**src/hw/rtl/ilid_pkg.sv**
```systemverilog
// Shared types, codes and sizes for the indexed list block.
package ilid_pkg;

    localparam int DEPTH  = 64;
    localparam int ADDR_W = 6;
    localparam int CNT_W  = 7;
    localparam int WORD_W = 32;

    // Request modes
    localparam logic [2:0] MODE_APPEND = 3'd0;
    localparam logic [2:0] MODE_POP    = 3'd1;
    localparam logic [2:0] MODE_INSERT = 3'd2;
    localparam logic [2:0] MODE_DELETE = 3'd3;
    localparam logic [2:0] MODE_GET    = 3'd4;
    localparam logic [2:0] MODE_SET    = 3'd5;

    // Result status codes
    localparam logic [1:0] STAT_OK     = 2'd0;
    localparam logic [1:0] STAT_FULL   = 2'd1;
    localparam logic [1:0] STAT_EMPTY  = 2'd2;
    localparam logic [1:0] STAT_BADPOS = 2'd3;

    localparam logic [CNT_W-1:0] DEPTH_CNT = CNT_W'(DEPTH);

    typedef struct packed {
        logic [2:0]        mode;
        logic [ADDR_W-1:0] position;
        logic [WORD_W-1:0] value;
    } req_t;

    typedef struct packed {
        logic [WORD_W-1:0] read_value;
        logic [CNT_W-1:0]  count;
        logic              is_empty;
        logic [1:0]        status;
    } res_t;

    // Memory read address source
    typedef enum logic [1:0] {
        RA_POS  = 2'd0,
        RA_LAST = 2'd1,
        RA_IDX  = 2'd2
    } rd_sel_t;

    // Memory write address source
    typedef enum logic [1:0] {
        WA_POS = 2'd0,
        WA_CNT = 2'd1,
        WA_UP  = 2'd2,
        WA_DN  = 2'd3
    } wa_sel_t;

    // Memory write data source
    typedef enum logic {
        WD_VAL = 1'b0,
        WD_MEM = 1'b1
    } wd_sel_t;

    typedef enum logic [2:0] {
        IDX_HOLD = 3'd0,
        IDX_POS1 = 3'd1,
        IDX_LAST = 3'd2,
        IDX_INC  = 3'd3,
        IDX_DEC  = 3'd4
    } idx_op_t;

    typedef enum logic [1:0] {
        CNT_HOLD = 2'd0,
        CNT_INC  = 2'd1,
        CNT_DEC  = 2'd2
    } cnt_op_t;

    // Commands from controller to datapath
    typedef struct packed {
        logic       load_req;
        logic       rd_en;
        rd_sel_t    rd_sel;
        logic       wr_en;
        wa_sel_t    wa_sel;
        wd_sel_t    wd_sel;
        idx_op_t    idx_op;
        cnt_op_t    cnt_op;
        logic       rv_load;
        logic       rv_clear;
        logic       st_load;
        logic [1:0] st;
        logic       out_load;
    } dp_cmd_t;

    // Status from datapath to controller
    typedef struct packed {
        logic [2:0] mode;
        logic       full;
        logic       empty;
        logic       pos_gt_cnt;
        logic       pos_ge_cnt;
        logic       pos_eq_cnt;
        logic       idx_eq_pos;
        logic       idx_lt_cnt;
        logic       idx_last;
    } dp_sts_t;

endpackage

```
**src/hw/rtl/ilid_dp.sv**
```systemverilog
// Datapath: element memory, count, sweep index, request and result registers.
module ilid_dp
    import ilid_pkg::*;
(
    input  logic    aclk,
    input  logic    aresetn,
    input  req_t    s_data,
    input  dp_cmd_t cmd,
    output dp_sts_t sts,
    output res_t    m_data
);

    logic [WORD_W-1:0] mem [DEPTH];
    logic [WORD_W-1:0] rd_data_reg;

    req_t              req_reg;
    logic [CNT_W-1:0]  count_reg, count_next;
    logic [CNT_W-1:0]  idx_reg, idx_next;
    logic [WORD_W-1:0] rv_reg;
    logic [1:0]        st_reg;
    res_t              res_reg;

    logic [CNT_W-1:0]  pos_ext;
    logic [CNT_W-1:0]  cnt_m1;
    logic [CNT_W-1:0]  idx_p1;
    logic [CNT_W-1:0]  idx_m1;
    logic [ADDR_W-1:0] rd_addr;
    logic [ADDR_W-1:0] wr_addr;
    logic [WORD_W-1:0] wr_data;

    assign pos_ext = CNT_W'(req_reg.position);
    assign cnt_m1  = count_reg - CNT_W'(1);
    assign idx_p1  = idx_reg + CNT_W'(1);
    assign idx_m1  = idx_reg - CNT_W'(1);

    // Select memory addresses and write data
    always_comb begin
        unique case (cmd.rd_sel)
            RA_POS:  rd_addr = req_reg.position;
            RA_LAST: rd_addr = cnt_m1[ADDR_W-1:0];
            RA_IDX:  rd_addr = idx_reg[ADDR_W-1:0];
            default: rd_addr = req_reg.position;
        endcase
        unique case (cmd.wa_sel)
            WA_POS:  wr_addr = req_reg.position;
            WA_CNT:  wr_addr = count_reg[ADDR_W-1:0];
            WA_UP:   wr_addr = idx_p1[ADDR_W-1:0];
            WA_DN:   wr_addr = idx_m1[ADDR_W-1:0];
            default: wr_addr = req_reg.position;
        endcase
        wr_data = (cmd.wd_sel == WD_MEM) ? rd_data_reg : req_reg.value;
    end

    // Single write port, registered read port
    always_ff @(posedge aclk) begin
        if (cmd.wr_en) begin
            mem[wr_addr] <= wr_data;
        end
        if (cmd.rd_en) begin
            rd_data_reg <= mem[rd_addr];
        end
    end

    // Next count and sweep index
    always_comb begin
        unique case (cmd.cnt_op)
            CNT_HOLD: count_next = count_reg;
            CNT_INC:  count_next = count_reg + CNT_W'(1);
            CNT_DEC:  count_next = cnt_m1;
            default:  count_next = count_reg;
        endcase
        unique case (cmd.idx_op)
            IDX_HOLD: idx_next = idx_reg;
            IDX_POS1: idx_next = pos_ext + CNT_W'(1);
            IDX_LAST: idx_next = cnt_m1;
            IDX_INC:  idx_next = idx_p1;
            IDX_DEC:  idx_next = idx_m1;
            default:  idx_next = idx_reg;
        endcase
    end

    always_ff @(posedge aclk) begin
        if (!aresetn) begin
            count_reg <= '0;
        end else begin
            count_reg <= count_next;
        end
    end

    // Payload registers
    always_ff @(posedge aclk) begin
        idx_reg <= idx_next;
        if (cmd.load_req) begin
            req_reg <= s_data;
        end
        if (cmd.rv_clear) begin
            rv_reg <= '0;
        end else if (cmd.rv_load) begin
            rv_reg <= rd_data_reg;
        end
        if (cmd.st_load) begin
            st_reg <= cmd.st;
        end
        if (cmd.out_load) begin
            res_reg.read_value <= rv_reg;
            res_reg.count      <= count_reg;
            res_reg.is_empty   <= (count_reg == '0);
            res_reg.status     <= st_reg;
        end
    end

    // Flags for the controller
    always_comb begin
        sts.mode       = req_reg.mode;
        sts.full       = (count_reg == DEPTH_CNT);
        sts.empty      = (count_reg == '0);
        sts.pos_gt_cnt = (pos_ext > count_reg);
        sts.pos_ge_cnt = (pos_ext >= count_reg);
        sts.pos_eq_cnt = (pos_ext == count_reg);
        sts.idx_eq_pos = (idx_reg == pos_ext);
        sts.idx_lt_cnt = (idx_reg < count_reg);
        sts.idx_last   = (idx_p1 == count_reg);
    end

    assign m_data = res_reg;

    a_count_bound: assert property (@(posedge aclk) disable iff (!aresetn)
        count_reg <= DEPTH_CNT)
        else $error("element count exceeds depth");

    a_inc_not_full: assert property (@(posedge aclk) disable iff (!aresetn)
        cmd.cnt_op == CNT_INC |-> count_reg != DEPTH_CNT)
        else $error("count increment on a full list");

    a_dec_not_empty: assert property (@(posedge aclk) disable iff (!aresetn)
        cmd.cnt_op == CNT_DEC |-> count_reg != '0)
        else $error("count decrement on an empty list");

endmodule

```
**src/hw/rtl/ilid_ctrl.sv**
```systemverilog
// Controller: checks each request and sequences memory reads, writes and shifts.
module ilid_ctrl
    import ilid_pkg::*;
(
    input  logic    aclk,
    input  logic    aresetn,
    input  logic    s_valid,
    output logic    s_ready,
    output logic    m_valid,
    input  logic    m_ready,
    input  dp_sts_t sts,
    output dp_cmd_t cmd
);

    typedef enum logic [6:0] {
        S_IDLE = 7'b0000001,
        S_EVAL = 7'b0000010,
        S_RDV  = 7'b0000100,
        S_SHRD = 7'b0001000,
        S_SHWR = 7'b0010000,
        S_INSV = 7'b0100000,
        S_FIN  = 7'b1000000
    } state_t;

    state_t state_reg, state_next;
    logic   m_valid_reg, m_valid_next;

    assign s_ready = (state_reg == S_IDLE);
    assign m_valid = m_valid_reg;

    // Next state and datapath commands
    always_comb begin
        state_next = state_reg;
        cmd        = '0;
        cmd.rd_sel = RA_POS;
        cmd.wa_sel = WA_POS;
        cmd.wd_sel = WD_VAL;
        cmd.idx_op = IDX_HOLD;
        cmd.cnt_op = CNT_HOLD;
        cmd.st     = STAT_OK;

        unique case (state_reg)
            S_IDLE: begin
                if (s_valid) begin
                    cmd.load_req = 1'b1;
                    state_next   = S_EVAL;
                end
            end
            S_EVAL: begin
                cmd.rv_clear = 1'b1;
                cmd.st_load  = 1'b1;
                state_next   = S_FIN;
                case (sts.mode)
                    MODE_APPEND: begin
                        if (sts.full) begin
                            cmd.st = STAT_FULL;
                        end else begin
                            cmd.wr_en  = 1'b1;
                            cmd.wa_sel = WA_CNT;
                            cmd.cnt_op = CNT_INC;
                        end
                    end
                    MODE_POP: begin
                        if (sts.empty) begin
                            cmd.st = STAT_EMPTY;
                        end else begin
                            cmd.rd_en  = 1'b1;
                            cmd.rd_sel = RA_LAST;
                            cmd.cnt_op = CNT_DEC;
                            state_next = S_RDV;
                        end
                    end
                    MODE_INSERT: begin
                        if (sts.full) begin
                            cmd.st = STAT_FULL;
                        end else if (sts.pos_gt_cnt) begin
                            cmd.st = STAT_BADPOS;
                        end else if (sts.pos_eq_cnt) begin
                            cmd.wr_en  = 1'b1;
                            cmd.cnt_op = CNT_INC;
                        end else begin
                            cmd.idx_op = IDX_LAST;
                            state_next = S_SHRD;
                        end
                    end
                    MODE_DELETE, MODE_GET: begin
                        if (sts.empty) begin
                            cmd.st = STAT_EMPTY;
                        end else if (sts.pos_ge_cnt) begin
                            cmd.st = STAT_BADPOS;
                        end else begin
                            cmd.rd_en  = 1'b1;
                            cmd.idx_op = IDX_POS1;
                            state_next = S_RDV;
                        end
                    end
                    MODE_SET: begin
                        if (sts.empty) begin
                            cmd.st = STAT_EMPTY;
                        end else if (sts.pos_ge_cnt) begin
                            cmd.st = STAT_BADPOS;
                        end else begin
                            cmd.wr_en = 1'b1;
                        end
                    end
                    default: begin
                    end
                endcase
            end
            S_RDV: begin
                // capture the word read; delete then closes the gap
                cmd.rv_load = 1'b1;
                state_next  = S_FIN;
                if (sts.mode == MODE_DELETE) begin
                    if (sts.idx_lt_cnt) begin
                        state_next = S_SHRD;
                    end else begin
                        cmd.cnt_op = CNT_DEC;
                    end
                end
            end
            S_SHRD: begin
                cmd.rd_en  = 1'b1;
                cmd.rd_sel = RA_IDX;
                state_next = S_SHWR;
            end
            S_SHWR: begin
                cmd.wr_en  = 1'b1;
                cmd.wd_sel = WD_MEM;
                if (sts.mode == MODE_INSERT) begin
                    cmd.wa_sel = WA_UP;
                    if (sts.idx_eq_pos) begin
                        state_next = S_INSV;
                    end else begin
                        cmd.idx_op = IDX_DEC;
                        state_next = S_SHRD;
                    end
                end else begin
                    cmd.wa_sel = WA_DN;
                    if (sts.idx_last) begin
                        cmd.cnt_op = CNT_DEC;
                        state_next = S_FIN;
                    end else begin
                        cmd.idx_op = IDX_INC;
                        state_next = S_SHRD;
                    end
                end
            end
            S_INSV: begin
                cmd.wr_en  = 1'b1;
                cmd.cnt_op = CNT_INC;
                state_next = S_FIN;
            end
            S_FIN: begin
                // hold until the output register is free
                if (!m_valid_reg || m_ready) begin
                    cmd.out_load = 1'b1;
                    state_next   = S_IDLE;
                end
            end
            default: state_next = S_IDLE;
        endcase
    end

    always_comb begin
        if (cmd.out_load) begin
            m_valid_next = 1'b1;
        end else if (m_ready) begin
            m_valid_next = 1'b0;
        end else begin
            m_valid_next = m_valid_reg;
        end
    end

    always_ff @(posedge aclk) begin
        if (!aresetn) begin
            state_reg   <= S_IDLE;
            m_valid_reg <= 1'b0;
        end else begin
            state_reg   <= state_next;
            m_valid_reg <= m_valid_next;
        end
    end

    a_state_onehot: assert property (@(posedge aclk) disable iff (!aresetn)
        $onehot(state_reg))
        else $error("controller state not one-hot");

    a_no_overwrite: assert property (@(posedge aclk) disable iff (!aresetn)
        cmd.out_load |-> !(m_valid_reg && !m_ready))
        else $error("result overwritten before it was taken");

    a_accept_eval: assert property (@(posedge aclk) disable iff (!aresetn)
        s_valid && s_ready |=> state_reg == S_EVAL && !m_valid_reg == !$past(m_valid_next))
        else $error("accepted transaction not evaluated");

endmodule

```
**src/hw/rtl/indexed_list_insert_delete.sv**
```systemverilog
// Top level of the indexed list: controller plus datapath.
//
// Holds an ordered list of up to 64 32-bit words in a memory with one write
// port and one registered read port (one write and one registered read per
// cycle) and answers every request with one result. Append, set, insert at
// the end of the list, refused requests and unused modes are done in the
// evaluate state; get and pop also pass through the read-capture state.
// Insert below the count and delete also move the words behind the position,
// since the shift sweeps the memory one word per read/write pair. s_ready
// rises in the cycle after the result is loaded, even if it has not yet been
// taken, so the next transaction can be accepted while that result still
// waits. Memory contents after reset are unknown; only entries below the
// count are ever read.
module indexed_list_insert_delete
    import ilid_pkg::*;
(
    input  logic aclk,
    input  logic aresetn,
    input  logic s_valid,
    output logic s_ready,
    input  req_t s_data,
    output logic m_valid,
    input  logic m_ready,
    output res_t m_data
);

    dp_cmd_t cmd;
    dp_sts_t sts;

    ilid_ctrl u_ctrl (
        .aclk    (aclk),
        .aresetn (aresetn),
        .s_valid (s_valid),
        .s_ready (s_ready),
        .m_valid (m_valid),
        .m_ready (m_ready),
        .sts     (sts),
        .cmd     (cmd)
    );

    ilid_dp u_dp (
        .aclk    (aclk),
        .aresetn (aresetn),
        .s_data  (s_data),
        .cmd     (cmd),
        .sts     (sts),
        .m_data  (m_data)
    );

endmodule

```
**config.mk**
```make
export PLATFORM = sky130hd
export DESIGN_NAME = indexed_list_insert_delete
export DESIGN_NICKNAME = d
export VERILOG_FILES = /design/src/hw/rtl/ilid_pkg.sv /design/src/hw/rtl/ilid_dp.sv /design/src/hw/rtl/ilid_ctrl.sv /design/src/hw/rtl/indexed_list_insert_delete.sv
export SDC_FILE = /design/constraint.sdc
export NUM_CORES = 2
export LEC_CHECK = 0
export BUFFER_PORTS_ARGS = -buffer_cell sky130_fd_sc_hd__clkbuf_2
export CORE_MARGIN = 2
export CORE_UTILIZATION = 60
export CTS_CLUSTER_SIZE = 8
export DETAILED_ROUTE_END_ITERATION = 6
export GPL_ROUTABILITY_DRIVEN = 0
export GPL_TIMING_DRIVEN = 0
export HOLD_SLACK_MARGIN = 0.08
export PLACE_DENSITY_LB_ADDON = 0.15
export SLEW_MARGIN = 40
export SYNTH_ARGS = -nofsm -noshare
export SYNTH_HDL_FRONTEND = slang
export SYNTH_HIERARCHICAL = 1
export SYNTH_SLANG_ARGS = --single-unit
```
**constraint.sdc**
```tcl
create_clock -name aclk -period 6.2 [get_ports aclk]
set_input_delay 0.31 -clock aclk [delete_from_list [all_inputs] [get_ports aclk]]
set_output_delay 0.31 -clock aclk [all_outputs]
set_load 0.02 [all_outputs]
```
==> Word-level counts from Yosys, hierarchy flattened <==
Memories as Yosys holds them, arrays and structs flattened. A register that Yosys moved wholly into a read port is not among the register bits.
Index checks and enable logic that the tools add are counted.
{ "classes": {"add_sub_neg": 5, "n_mul": 0, "n_div": 0, "magnitude_cmp": 3, "n_eq_ne": 29, "n_shift": 0, "mux": 72, "bitwise": 0, "n_reduce_logical": 12} }
{ "op_table": {"columns": ["operator", "n"], "rows": [
  ["7-bit 2-to-1 mux", 12],
  ["7-bit one-hot mux with 7 select lines", 1],
  ["32-bit 2-to-1 mux", 1],
  ["2-bit 2-to-1 mux", 14],
  ["7-bit one-hot mux with 4 select lines", 1],
  ["6-bit one-hot mux with 4 select lines", 1],
  ["7-bit one-hot mux with 3 select lines", 1],
  ["1-bit 2-to-1 mux", 20],
  ["3-bit one-hot mux with 2 select lines", 3],
  ["2-bit one-hot mux with 4 select lines", 2],
  ["3-bit 2-to-1 mux", 5],
  ["7-bit by 1-bit adder with 7-bit output, second input constant", 2],
  ["7-bit == test, second input constant", 2],
  ["7-bit one-hot mux with 2 select lines", 1],
  ["7-bit by 1-bit subtractor with 7-bit output, second input constant", 2],
  ["3-bit by 2-bit == test with 1-bit output, second input constant", 4],
  ["6-bit one-hot mux with 2 select lines", 1],
  ["3-bit == test, second input constant", 3],
  ["2-bit == test, second input constant", 4],
  ["4-bit 2-to-1 mux", 2],
  ["6-bit by 1-bit adder with 7-bit output, second input constant", 1],
  ["6-bit by 7-bit == test with 1-bit output", 1],
  ["7-bit by 1-bit == test with 1-bit output, second input constant", 1],
  ["7-bit by 2-bit == test with 1-bit output, second input constant", 1],
  ["29 further kinds", 35]
]} }
{ "word_totals": {"regBits": 139, "latchBits": 0, "ram_bits": 2048, "rom_bits": 0, "out_inout_bits": 44, "memories": 1} }
{ "mem_list": {"columns": ["memory", "depth", "width", "read_ports", "rd_clocked_by_memory_dff", "write_ports", "line_no", "text"], "rows": [
  ["u_dp.mem", 64, 32, 1, 1, 1, "ilid_dp.sv:13", "logic [WORD_W-1:0] mem [DEPTH];"]
]} }

==> Longest topological paths before layout <==
{ "depth": {"word_depth": 8, "depth_mapped": 20, "depth_no_buf": 17} }

==> Hierarchy <==
Netlist, hierarchy kept.
{ "by_module_without_submodules": {"columns": ["mod", "n_inst", "cells_each", "area_per_inst_um2", "seq_area_each_um2"], "rows": [
  ["ilid_dp", 1, 5534, 87187.4, 66003.3],
  ["ilid_ctrl", 1, 118, 863.3, 160.2]
]} }

==> Worst setup path after synthesis <==
OpenSTA, ideal clock, no wires.
{ "synth_timing": {"path_type": "reg2reg", "from": "register u_dp.count_reg[0]", "to": "memory u_dp.mem[28][0] (enable)", "t_arrival_ps": 4018, "setup_slack_ps": 1760, "stages_incl_launch_ff": 15, "period_less_slack_ps": 4440, "path_cell_list": "dfxtp_1 -> inv_1 -> ha_1 -> and3_1 -> nor3_1 -> a21oi_1 -> nor2_1 -> clkbuf_1 -> mux2i_1 -> xnor2_1 -> nand2_1 -> o21a_1 -> nor2_1 -> nand2_1 -> nor2_1"} }
{ "synth_rtl": {"columns": ["element", "line_no", "text"], "rows": [
  ["start, declared", "ilid_dp.sv:17", "logic [CNT_W-1:0] count_reg, count_next;"],
  ["start signal, assigned", "ilid_dp.sv:86", "count_reg <= count_next;"],
  ["end, declared", "ilid_dp.sv:13", null]
]} }

==> flow_summary.ini <==
[status]
status = finished with violations
violations = design-rule violations

[synth]
yosysWarnings = 6
syn_inst = 5652
synth_async_sr_flop_share_pct = 0
synth.avg_cell_area_um2 = 15.6
syn_nets = 5719
synth-edff-count = 2172
netlist_area_um2 = 88100
synth_cell_types = 87
yosys_register_bits = 2219
ys_seq_area_share_pct = 75.1
ys.flop_type = edfxtp_1

[final_layout]
mostFrequentLayoutCells = edfxtp_1 (2,172), nand2_1 (1,005), mux2i_1 (512), clkbuf_16 (333), a32oi_1 (248)
final_nets = 6326
fin_area_um2 = 104000
drive_above_1_share_pct = 16.0
final_common_cell = edfxtp_1
utilization_pct = 71.2
top_register = u_dp/mem
largest_reg_flops = 2048
synthToLayoutAreaGrowth_pct = 17.9
final_cells = 8234

[critical_path]
worst_path_largest_cell_delay_ns = 0.64
critPathKind = reg2reg
cp.arrival_ns = 6.69
r2r_setup_slack_ns = 0.09
crit_path_start_kind = register
crit_path_max_fanout = 10
slowest_stage = dfxtp_1
endpoint_kind = register
path_cells = inv_1 > ha_1 > and3_1 > nor2_1 > and4_1 > inv_1 > ha_1 > buf_6 > buf_6 > nor3b_1 > mux2_4 > nor3_4 > buf_2 > clkbuf_4 > buf_2 > a32oi_1 > and3_1 > a31oi_2 > o2111ai_1
required_ns = 6.77

[sta]
fin_crit_sh_pct = 98.6
timing.final.ws_setup_ns = 0.0859
drv_slew = 0
setup_viol = 0
max_slew.worst_pin.slew_ns = 1.02
hold_viol_final = 0
finalCriticalPeriod_ns = 6.11
rsz0062_at_grt = false
fin_skew_ns = 0.0691
slew-limit-headroom_pct = 31.8
max_freq_ghz = 0.164

[power]
power_density_nw_per_um2 = 334
p_leak_nw = 35.7
irDropWorstVdd_v = 0.000310

[global_routing]
antenna_found_initial = 23
grt_start_max_net_pins = 65
grtUsageTotal_pct = 35.3
grt_overflow = 0
grt_pass1_wl_um = 379000
grt_pass1_vias = 54000

[die]
design.die.area_um2 = 150000
start_util_pct = 60.4
ioPinCount = 89
fp.dieH_um = 387
core-area_um2 = 146000
die_w_um = 387
num_rows = 140

[placement]
placed_area_um2 = 94500
pre_cts_slack_ns = 0.0239
dp_hpwl_um = 179000
port_buffers = 88
dp.cells = 7798

[worst_hold_path]
hold_class = in2reg

[clock_tree]
numClockSinks = 2219
cts_buffers = 327
clk_pin_slew_ns = 0.05
clockRootBuffer = clkbuf_16
cts_max_level = 5
clock_latency_ns = 0.91
cts_tree = yes
clock_path_buffers = 4

[detailed_routing]
wl_per_cell_um = 32.5
num_vias = 56000
totalWireLength_um = 268000
ant_nets = 0
drc = 14
firstDrtPassIters = 7
vias_per_cell = 6.81
drt_iter0_markers = 8933

[flow_run]
maxCapViolations = 0
report_power, final:
| group | internal [mW] | leakage [nW] | switching (mW) |
|---|---|---|---|
| logic | 0.702 | 11.5 | 1.97 |
| clock network | 9.49 | 4.20 | 5.81 |
| registers | 16.7 | 20.0 | 0.0208 |
| total | 26.8 | 35.7 | 7.80 |
metrics by stage:
step / hold WS [ns] / setup TNS [ns] / total power, mW
floorplan: 0.386 / 0 / 18.3
global placement: 0.406 / -1462.72 / 19.4
detailed placement: 0.412 / 0 / 19.5
CTS: 0.0813 / 0 / 34.6
global route: 0.0960 / 0 / 35.4
finish: 0.122 / 0 / 34.6
final cells by class:
| type | instances | area [um2] |
|---|---|---|
| Sequential cell | 2219 | 66200 |
| Fill cell | 8970 | 41900 |
| Multi-Input combinational cell | 3038 | 20600 |
| Clock buffer | 375 | 8490 |
| Timing Repair Buffer | 278 | 3860 |
| Tap cell | 1917 | 2400 |
| Buffer | 370 | 2150 |
| Clock inverter | 7 | 113 |
| Inverter | 25 | 93.8 |
| Antenna cell | 5 | 12.5 |
critical path: cells and delay by family, from the launching register on:
kind                       cells  cell delay (ns)
buffers and inverters          7             1.93
and+or+nand+nor                6             1.38
AOI/OAI and AO/OA              3             0.95
DFF                            1             0.64
adders and majority gates      2             0.53
muxes                          1             0.32
final timing paths:
check                                        from              endpoint  depth (start not counted)
worst max-delay path            u_dp/count_reg[1]  u_dp/rd_data_reg[11]                         19
worst min register to register     u_dp/st_reg[0]        u_dp/m_data[0]                          0
worst min-delay path                   s_data[19]      u_dp/req_reg[19]                          2
worst max register to register  u_dp/count_reg[1]  u_dp/rd_data_reg[11]                         19
synth_stat cells (8+ instances only):
master | n | area (um2)
a211oi_1 | 31 | 233
nor3_1 | 14 | 70.1
a221oi_1 | 81 | 709
a31oi_1 | 36 | 225
o221ai_1 | 26 | 228
edfxtp_1 | 2172 | 65200
dfxtp_1 | 47 | 941
buf_2 | 123 | 616
buf_4 | 59 | 443
o21ai_0 | 36 | 180
a32o_1 | 17 | 170
o21ai_1 | 14 | 70.1
a21oi_1 | 230 | 1150
nand2_1 | 1010 | 3790
buf_1 | 26 | 97.6
and3_1 | 64 | 400
xor2_1 | 18 | 158
a22oi_1 | 32 | 240
clkbuf_1 | 118 | 443
inv_1 | 23 | 86.3
nand3_1 | 174 | 871
a32oi_1 | 248 | 2170
mux2_2 | 35 | 394
buf_6 | 38 | 428
or4_1 | 32 | 240
nand2b_1 | 10 | 62.6
mux4_2 | 27 | 608
ha_1 | 22 | 275
and2_1 | 8 | 50.1
o2111ai_1 | 25 | 219
nor2_1 | 186 | 698
nor4_1 | 13 | 81.3
mux2i_1 | 512 | 5120
xnor2_1 | 20 | 175
per-layer routing:
layer	vias up	global-route usage, %	share of wire (%)
li1	23000	-	-
met5	-	0	0.030
met3	809	9.48	13
met4	12	19.3	6.1
met1	27900	46.2	35
met2	4246	54.5	46
logic make-up (layout without fill, tap and decap cells):
family          count (synthesis)  after routing  synth area share [%]
compound gates                837            837                  6.98
xor+xnor                       39             39                 0.409
fa+ha+maj                      22             22                 0.313
buf+inv                       395           1055                  2.52
flops                        2219           2219                  75.1
mux                           575            575                  6.98
other cells                     0              5                     0
simple gates                 1565           1565                  7.66
timing repair:
action	in CTS	in global routing
resized for setup	0	26
setup buffers	0	0
endpoints found under the setup margin	0	17
hold buffers	47	0
hold endpoints to repair	76	0
No activity file was read; power rests on OpenSTA's default activity.
